## config.mk

```make
export PLATFORM = sky130hd
export DESIGN_NAME = mpfl_pool_ctrl
export DESIGN_NICKNAME = d
export VERILOG_FILES = /design/src/rtl/mpfl_pkg.sv /design/src/rtl/mpfl_pool_ctrl.sv
export SDC_FILE = /design/constraint.sdc
export NUM_CORES = 1
export LEC_CHECK = 0
export ABC_AREA = 0
export BUFFER_PORTS_ARGS = -buffer_cell sky130_fd_sc_hd__buf_2
export CORE_MARGIN = 1
export CORE_UTILIZATION = 35
export CTS_CLUSTER_SIZE = 28
export DETAILED_ROUTE_END_ITERATION = 8
export MAX_ROUTING_LAYER = met4
export PLACE_DENSITY = 0.6
export SLEW_MARGIN = 20
export SYNTH_ARGS = -nofsm -noshare
export SYNTH_HDL_FRONTEND = slang
export SYNTH_SLANG_ARGS = --single-unit
export TNS_END_PERCENT = 1
```

## constraint.sdc

```tcl
create_clock -name aclk -period 5.5 [get_ports aclk]
set_clock_uncertainty 0.05 [all_clocks]
set_input_delay 0.55 -clock aclk [delete_from_list [all_inputs] [get_ports aclk]]
set_output_delay 0.55 -clock aclk [all_outputs]
set_load 0.005 [all_outputs]
```

## src/rtl/mpfl_pkg.sv

```systemverilog
// ----------------------------------------------------------------------------
// Multi-pool free list allocator package
// Shared constants, operation and status codes, and the structs that pass
// between the pool controller, the slot store and the top level.
// ----------------------------------------------------------------------------
package mpfl_pkg;

    localparam int NUM_POOLS_DEF      = 4;
    localparam int SLOTS_PER_POOL_DEF = 256;

    localparam int NUM_REGS    = 4;
    localparam int REG_IDX_W   = 2;
    localparam int APB_ADDR_W  = 4;
    localparam int APB_DATA_W  = 32;

    localparam int OP_W        = 2;
    localparam int POOL_SEL_W  = 2;
    localparam int SLOT_W      = 9;
    localparam int STATUS_W    = 3;
    localparam int GRANT_W     = 8;
    localparam int CNT_W       = 9;
    localparam int OVF_W       = 16;

    localparam logic [CNT_W-1:0] POOL_SIZE_RESET = CNT_W'(256);

    typedef enum logic [OP_W-1:0] {
        OP_ALLOC   = 2'd0,
        OP_FREE    = 2'd1,
        OP_ENABLE  = 2'd2,
        OP_DISABLE = 2'd3
    } op_t;

    typedef enum logic [STATUS_W-1:0] {
        ST_OK          = 3'd0,
        ST_OVERFLOW    = 3'd1,
        ST_DISABLED    = 3'd2,
        ST_DOUBLE_FREE = 3'd3,
        ST_NO_CHANGE   = 3'd4
    } status_t;

    typedef struct packed {
        status_t            status;
        logic [GRANT_W-1:0] granted_slot;
        logic [CNT_W-1:0]   in_use;
        logic [CNT_W-1:0]   peak_in_use;
        logic [OVF_W-1:0]   overflow_count;
        logic               overflow_seen;
    } result_t;

    typedef struct packed {
        logic link_we;
        logic taken_we;
        logic taken_bit;
    } slot_wr_t;

endpackage

```

## src/rtl/mpfl_pool_ctrl.sv

```systemverilog
// ----------------------------------------------------------------------------
// Pool controller
// Per-pool head, counts, flags and build watermark, and the decision logic
// that turns one request and the slot store read data into a result.
// ----------------------------------------------------------------------------
module mpfl_pool_ctrl #(
    parameter int NUM_POOLS      = mpfl_pkg::NUM_POOLS_DEF,
    parameter int SLOTS_PER_POOL = mpfl_pkg::SLOTS_PER_POOL_DEF,
    localparam int IDX_W         = $clog2(SLOTS_PER_POOL),
    localparam int WM_W          = $clog2(SLOTS_PER_POOL + 1),
    localparam int POOL_W        = (NUM_POOLS > 1) ? $clog2(NUM_POOLS) : 1
) (
    input  logic                              aclk,
    input  logic                              aresetn,
    input  logic                              accept,
    input  logic [mpfl_pkg::POOL_SEL_W-1:0]   acc_pool,
    input  logic                              commit,
    input  mpfl_pkg::op_t                     req_op,
    input  logic [mpfl_pkg::POOL_SEL_W-1:0]   req_pool,
    input  logic [mpfl_pkg::SLOT_W-1:0]       req_slot,
    input  logic [mpfl_pkg::CNT_W-1:0]        req_size,
    input  logic [IDX_W-1:0]                  link_rd_data,
    input  logic                              taken_rd_data,
    output logic [IDX_W-1:0]                  rd_head,
    output mpfl_pkg::result_t                 result,
    output mpfl_pkg::slot_wr_t                slot_wr,
    output logic [IDX_W-1:0]                  wr_idx,
    output logic [IDX_W-1:0]                  wr_link
);
    import mpfl_pkg::*;

    logic [IDX_W-1:0] head_reg [NUM_POOLS];
    logic [CNT_W-1:0] used_reg [NUM_POOLS];
    logic [CNT_W-1:0] peak_reg [NUM_POOLS];
    logic [OVF_W-1:0] ovf_reg  [NUM_POOLS];
    logic             seen_reg [NUM_POOLS];
    logic             en_reg   [NUM_POOLS];
    logic [WM_W-1:0]  wm_reg   [NUM_POOLS];
    logic [IDX_W-1:0] req_head_reg;

    logic [POOL_W-1:0] pidx;
    logic              pool_ok;
    logic [IDX_W-1:0]  head_next;
    logic [CNT_W-1:0]  used_next;
    logic [CNT_W-1:0]  peak_next;
    logic [OVF_W-1:0]  ovf_next;
    logic              seen_next;
    logic              en_next;
    logic [WM_W-1:0]   wm_next;
    logic [IDX_W-1:0]  slot_idx;
    logic              head_fresh;
    logic              slot_taken;
    logic [IDX_W-1:0]  pop_link;
    status_t           status;
    logic [IDX_W-1:0]  granted;

    assign rd_head = head_reg[POOL_W'(acc_pool)];
    assign pidx    = POOL_W'(req_pool);
    assign pool_ok = int'(req_pool) < NUM_POOLS;

    // Slots at or above the watermark have never been handed out since the
    // pool was built, so they read as free and linked to the next slot.
    assign slot_idx   = IDX_W'(req_slot);
    assign head_fresh = WM_W'(req_head_reg) >= wm_reg[pidx];
    assign slot_taken = taken_rd_data && (WM_W'(slot_idx) < wm_reg[pidx]);

    always_comb begin
        if (!head_fresh) begin
            pop_link = link_rd_data;
        end else if (WM_W'(req_head_reg) + WM_W'(1) == WM_W'(SLOTS_PER_POOL)) begin
            pop_link = '0;
        end else begin
            pop_link = IDX_W'(req_head_reg + IDX_W'(1));
        end
    end

    always_comb begin
        head_next = head_reg[pidx];
        used_next = used_reg[pidx];
        peak_next = peak_reg[pidx];
        ovf_next  = ovf_reg[pidx];
        seen_next = seen_reg[pidx];
        en_next   = en_reg[pidx];
        wm_next   = wm_reg[pidx];
        status    = ST_OK;
        granted   = '0;
        slot_wr   = '0;
        wr_idx    = slot_idx;
        wr_link   = req_head_reg;
        case (req_op)
            OP_ALLOC: begin
                if (!en_reg[pidx]) begin
                    status = ST_DISABLED;
                end else if (used_reg[pidx] >= req_size) begin
                    status    = ST_OVERFLOW;
                    seen_next = 1'b1;
                    if (ovf_reg[pidx] != '1) begin
                        ovf_next = ovf_reg[pidx] + OVF_W'(1);
                    end
                end else begin
                    granted           = req_head_reg;
                    head_next         = pop_link;
                    used_next         = used_reg[pidx] + CNT_W'(1);
                    wr_idx            = req_head_reg;
                    slot_wr.taken_we  = 1'b1;
                    slot_wr.taken_bit = 1'b1;
                    if (used_next > peak_reg[pidx]) begin
                        peak_next = used_next;
                    end
                    if (head_fresh) begin
                        wm_next = WM_W'(req_head_reg) + WM_W'(1);
                    end
                end
            end
            OP_FREE: begin
                if (!en_reg[pidx]) begin
                    status = ST_DISABLED;
                end else if (req_slot >= req_size) begin
                    if (ovf_reg[pidx] == '0) begin
                        status = ST_NO_CHANGE;
                    end else begin
                        ovf_next = ovf_reg[pidx] - OVF_W'(1);
                    end
                end else if (!slot_taken) begin
                    status = ST_DOUBLE_FREE;
                end else begin
                    slot_wr.taken_we  = 1'b1;
                    slot_wr.taken_bit = 1'b0;
                    slot_wr.link_we   = 1'b1;
                    head_next         = slot_idx;
                    if (used_reg[pidx] != '0) begin
                        used_next = used_reg[pidx] - CNT_W'(1);
                    end
                end
            end
            OP_ENABLE: begin
                if (en_reg[pidx]) begin
                    status = ST_NO_CHANGE;
                end else begin
                    head_next = '0;
                    used_next = '0;
                    peak_next = '0;
                    ovf_next  = '0;
                    seen_next = 1'b0;
                    en_next   = 1'b1;
                    wm_next   = '0;
                end
            end
            OP_DISABLE: begin
                if (!en_reg[pidx]) begin
                    status = ST_NO_CHANGE;
                end else begin
                    en_next = 1'b0;
                end
            end
            default: begin
                status = ST_NO_CHANGE;
            end
        endcase
        if (!pool_ok || !commit) begin
            slot_wr = '0;
        end
    end

    always_comb begin
        if (pool_ok) begin
            result.status         = status;
            result.granted_slot   = GRANT_W'(granted);
            result.in_use         = used_next;
            result.peak_in_use    = peak_next;
            result.overflow_count = ovf_next;
            result.overflow_seen  = seen_next;
        end else begin
            result        = '0;
            result.status = ST_DISABLED;
        end
    end

    always_ff @(posedge aclk) begin
        if (accept) begin
            req_head_reg <= rd_head;
        end
    end

    always_ff @(posedge aclk) begin
        if (!aresetn) begin
            for (int i = 0; i < NUM_POOLS; i++) begin
                head_reg[i] <= '0;
                used_reg[i] <= '0;
                peak_reg[i] <= '0;
                ovf_reg[i]  <= '0;
                seen_reg[i] <= 1'b0;
                en_reg[i]   <= 1'b1;
                wm_reg[i]   <= '0;
            end
        end else if (commit && pool_ok) begin
            head_reg[pidx] <= head_next;
            used_reg[pidx] <= used_next;
            peak_reg[pidx] <= peak_next;
            ovf_reg[pidx]  <= ovf_next;
            seen_reg[pidx] <= seen_next;
            en_reg[pidx]   <= en_next;
            wm_reg[pidx]   <= wm_next;
        end
    end

endmodule

```

==> flow_summary.rst <==
.. list-table::
   :header-rows: 1

   * - Metric
     - Value
   * - Buffers added on ports
     - 109
   * - 1st-pass router iterations
     - 5
   * - Met1 demand-to-capacity share in global routing
     - 0.2911
   * - Most crowded layer after global routing
     - met2
   * - # Post-CTS Setup Buffers
     - 0
   * - Count of synthesis-stage warnings from yosys
     - 0
   * - Fmax
     - 0.1937 GHz
   * - Total half-perimeter wirelength after legalization and detailed placement
     - ~29000 um
   * - Switching component of the power
     - 0.001337 W
   * - Cells resized by post-CTS repair
     - 0
   * - Leading cell types in the layout, fill and taps excluded
     - sky130_fd_sc_hd__edfxtp_1 (217), sky130_fd_sc_hd__nor2_1 (186), sky130_fd_sc_hd__buf_2 (107)
   * - Y dimension of the die
     - 198.5 um
   * - Total core area
     - 37840 um^2
   * - Syn Std Cell Area
     - 13520 um^2
   * - Asr flop ratio synth
     - 0
   * - Post-synth EDFFs
     - 217
   * - Hold-fix buffer count after cts
     - 0
   * - Post-synthesis cell count
     - approximately 1200
   * - Post-synthesis net count
     - between 1000 and 1500
   * - Number of maximum-capacitance violations
     - 0
   * - Arithmetic-cell share of the synthesized area counting full adders, half adders and majority gates
     - 0.04905
   * - Reg2reg end
     - head_reg[0][6]
   * - Die X
     - 198.5 um
   * - Inserted Diodes
     - 0
   * - Final Net Count
     - 1412
   * - I/O pin cnt
     - 110
   * - Maximum number of buffers from clock root to sink
     - 3
   * - Sequential cell area fraction in the yosys report
     - 0.4864
   * - Result of the run
     - finished, final reports clean
   * - Root Buffer
     - sky130_fd_sc_hd__clkbuf_16
   * - M2 GR Usage
     - 0.3406
   * - WHS Path Cells
     - 1
   * - Data arrival time of the worst path
     - ~4.6 ns
   * - Relative contribution of sequential cells to total power
     - 0.445
   * - Post-synthesis compound-gate area fraction
     - 0.1435
   * - First-pass GRT wire length
     - 63040 um
   * - Count of antenna-violating nets left after detailed routing
     - 0
   * - Switching Fraction
     - 0.3008
   * - Final total negative setup slack
     - 0 ns
   * - Clock sinks
     - 220
   * - Number of global-route vias before repair
     - ~10000
   * - Peak ir drop on the vdd network
     - between 0.15 and 0.2 mV
   * - P_leak
     - 6.039 nW
   * - Vias
     - 10680
   * - Most common cell after layout, fill and taps aside
     - sky130_fd_sc_hd__edfxtp_1
   * - Number of buffers inserted during clock tree synthesis
     - 23
   * - DR iter-0 viols
     - 934
   * - Hold Startpoint
     - accept
   * - Period Utilization, post-route
     - 0.9387
   * - Htree depth
     - 1
   * - Effective utilization at floorplan
     - 0.3572
   * - Overflow after GRT
     - 0
   * - Flip-flop count of the largest register after layout
     - 64
   * - Worst reg2reg path depth
     - 11
   * - Startpoint Class
     - input port
   * - Nature of the critical path endpoint
     - primary output
   * - Worst path required time
     - around 5 ns
   * - Path category of the worst min-delay check
     - input port to flop
   * - Tightest slew margin relative to the limit
     - 0.3521
   * - Average cell area after synthesis
     - 11.10 um^2
   * - Worst hold endpoint
     - wr_link[1]
   * - Met3 capacity usage during global routing
     - 0.02577
   * - Fraction of layout instances using a drive strength above 1
     - 0.2143
   * - Largest fanout on the critical path
     - 21
   * - Worst-skew pair later-pin latency
     - 0.54 ns
   * - Clock power share
     - 0.336
   * - Share of total power in combinational logic
     - 0.218
   * - CTS clock-pin slew for the worst setup and hold paths
     - roughly 0.06 ns
   * - Vias/cell
     - 5.773
   * - Ys flop type
     - sky130_fd_sc_hd__edfxtp_1
   * - RD Place Congestion
     - between 0.9 and 1
   * - Slew at the pin closest to its max-slew limit
     - between 0.9 and 1 ns
   * - Routed WL per cell
     - 22.51 um
   * - Pin count of the biggest net entering global routing
     - 42
   * - Area after DPL
     - 14720 um^2
   * - Number of unique standard cell types used by synthesis
     - 86
   * - RSZ-0062 raised after global routing
     - false
   * - Final hold violation count
     - 0
   * - Minimum hold slack
     - 0.3073 ns
   * - Slew Limit Fails
     - 0
   * - Total die area
     - about 40000 um^2
   * - Number of placement rows
     - 71
   * - Flop2flop setup slack
     - 1.35 ns
   * - Final Setup Violations
     - 0
   * - TritonCTS clock tree
     - built
   * - Initial antenna violation count
     - 0
   * - Cell-internal power
     - 0.003108 W
   * - Worst Setup Path Type
     - input port to primary output
   * - DRC violations left
     - 0
   * - Final cell area excluding filler cells
     - 15420 um^2
   * - Global-route usage over all layers
     - 0.2169
   * - Syn-to-layout area delta
     - 14.07%
   * - Power density cells
     - approximately 290 nW/um^2
   * - Share of synthesized cell area in and, or, nand and nor gates
     - 0.1506
   * - Flops & latches, synth
     - 220
   * - Mux cell area share after synthesis
     - 0.1151
   * - Combinational family with the most area after synthesis
     - simple AND/OR/NAND/NOR gates
   * - FF-to-FF Start
     - wm_reg[3][6]
   * - Post-Route WL
     - 41650 um
   * - Post-synthesis xor/xnor area fraction
     - 0.01037
   * - Clock period minus final worst setup slack
     - 5.163 ns
==> area by class of cell <==
cell class                 count  area, um^2
fill                        3685       22420
sequential                   220        6576
multi-input combinational    857        6346
timing repair buffer         152       898.4
tap                          511       639.4
clock buffer                  24       579.3
inverter                      68       255.2
clock inverter                18       126.4
==> cells in the mapped netlist (all sizes together) (18+ instances only) <==
cell type,instances,share of area
mux4,46,0.077
edfxtp,217,0.48
nor2,187,0.052
mux2i,28,0.021
nor3,38,0.016
inv,66,0.018
nand2,77,0.021
o22ai,37,0.017
nand3,26,0.0096
buf,27,0.013
mux2,21,0.017
a22o,40,0.026
o21ai,40,0.015
a21oi,33,0.012
clkbuf,46,0.013
ha,53,0.049
and2,20,0.0094
nand4,18,0.0093
==> worst max path at each step <==
stage	startpoint	end	slack [ns]	cells past startpoint
floorplan	req_pool[1]	head_reg[3][0]	0.28	17
global placement	req_pool[0]	result[22]	0.39	16
detailed placement	req_pool[0]	result[22]	0.41	16
CTS	req_pool[0]	result[22]	0.39	16
global route	req_pool[0]	result[22]	0.07	16
finish	req_pool[0]	result[22]	0.34	16
==> metrics by stage <==
step	setup WS, ns	total power, W	utilization	std cells
global route	0.06981	0.004616	0.4075	1850
CTS	0.3903	0.004460	0.4075	1850
detailed placement	0.4050	0.002972	0.3888	1808
floorplan	0.2826	0.002623	-	1218
finish	0.3371	0.004445	0.4075	1850
global placement	0.3935	0.002964	0.3888	1808
==> metal layers <==
metal  wire, um  part of all wire
met5          0                 0
met4       1357             0.033
met3       2299             0.055
met2      19170              0.46
met1      18820              0.45
==> critical path, stage by stage <==
cell and delay, ns:
sky130_fd_sc_hd__buf_4 0.31, sky130_fd_sc_hd__mux4_2 0.71, sky130_fd_sc_hd__ha_1 0.25, sky130_fd_sc_hd__inv_1 0.11, sky130_fd_sc_hd__nor2_1 0.08, sky130_fd_sc_hd__and3_1 0.22
sky130_fd_sc_hd__xor2_1 0.19, sky130_fd_sc_hd__ha_1 0.32, sky130_fd_sc_hd__nand2_1 0.06, sky130_fd_sc_hd__a21oi_1 0.18, sky130_fd_sc_hd__nand2_1 0.07, sky130_fd_sc_hd__o21ai_0 0.19
sky130_fd_sc_hd__and2_1 0.52, sky130_fd_sc_hd__mux2_2 0.40, sky130_fd_sc_hd__o22ai_1 0.20, sky130_fd_sc_hd__buf_2 0.17
==> power groups by stage <==
stage	Sequential (W)	Combinational, W	Clock [W]
4_1_cts	0.00198	0.000963	0.00152
6_report	0.00198	0.000971	0.00149
3_5_place_dp	0.00202	0.000957	0
2_1_floorplan	0.00200	0.000623	0
3_3_place_gp	0.00201	0.000953	0
5_1_grt	0.00199	0.00105	0.00158
==> cell families (layout without fill, tap and decap cells) <==
logic type | after synthesis | after routing
AO/OA/AOI/OAI | 267 | 267
XOR/XNOR | 16 | 16
adder cells (fa/ha/maj) | 53 | 53
buffers and inverters | 141 | 262
flip-flops | 220 | 220
multiplexers | 95 | 95
AND/OR/NAND/NOR | 426 | 426
Power figures use the tool's default switching activity.
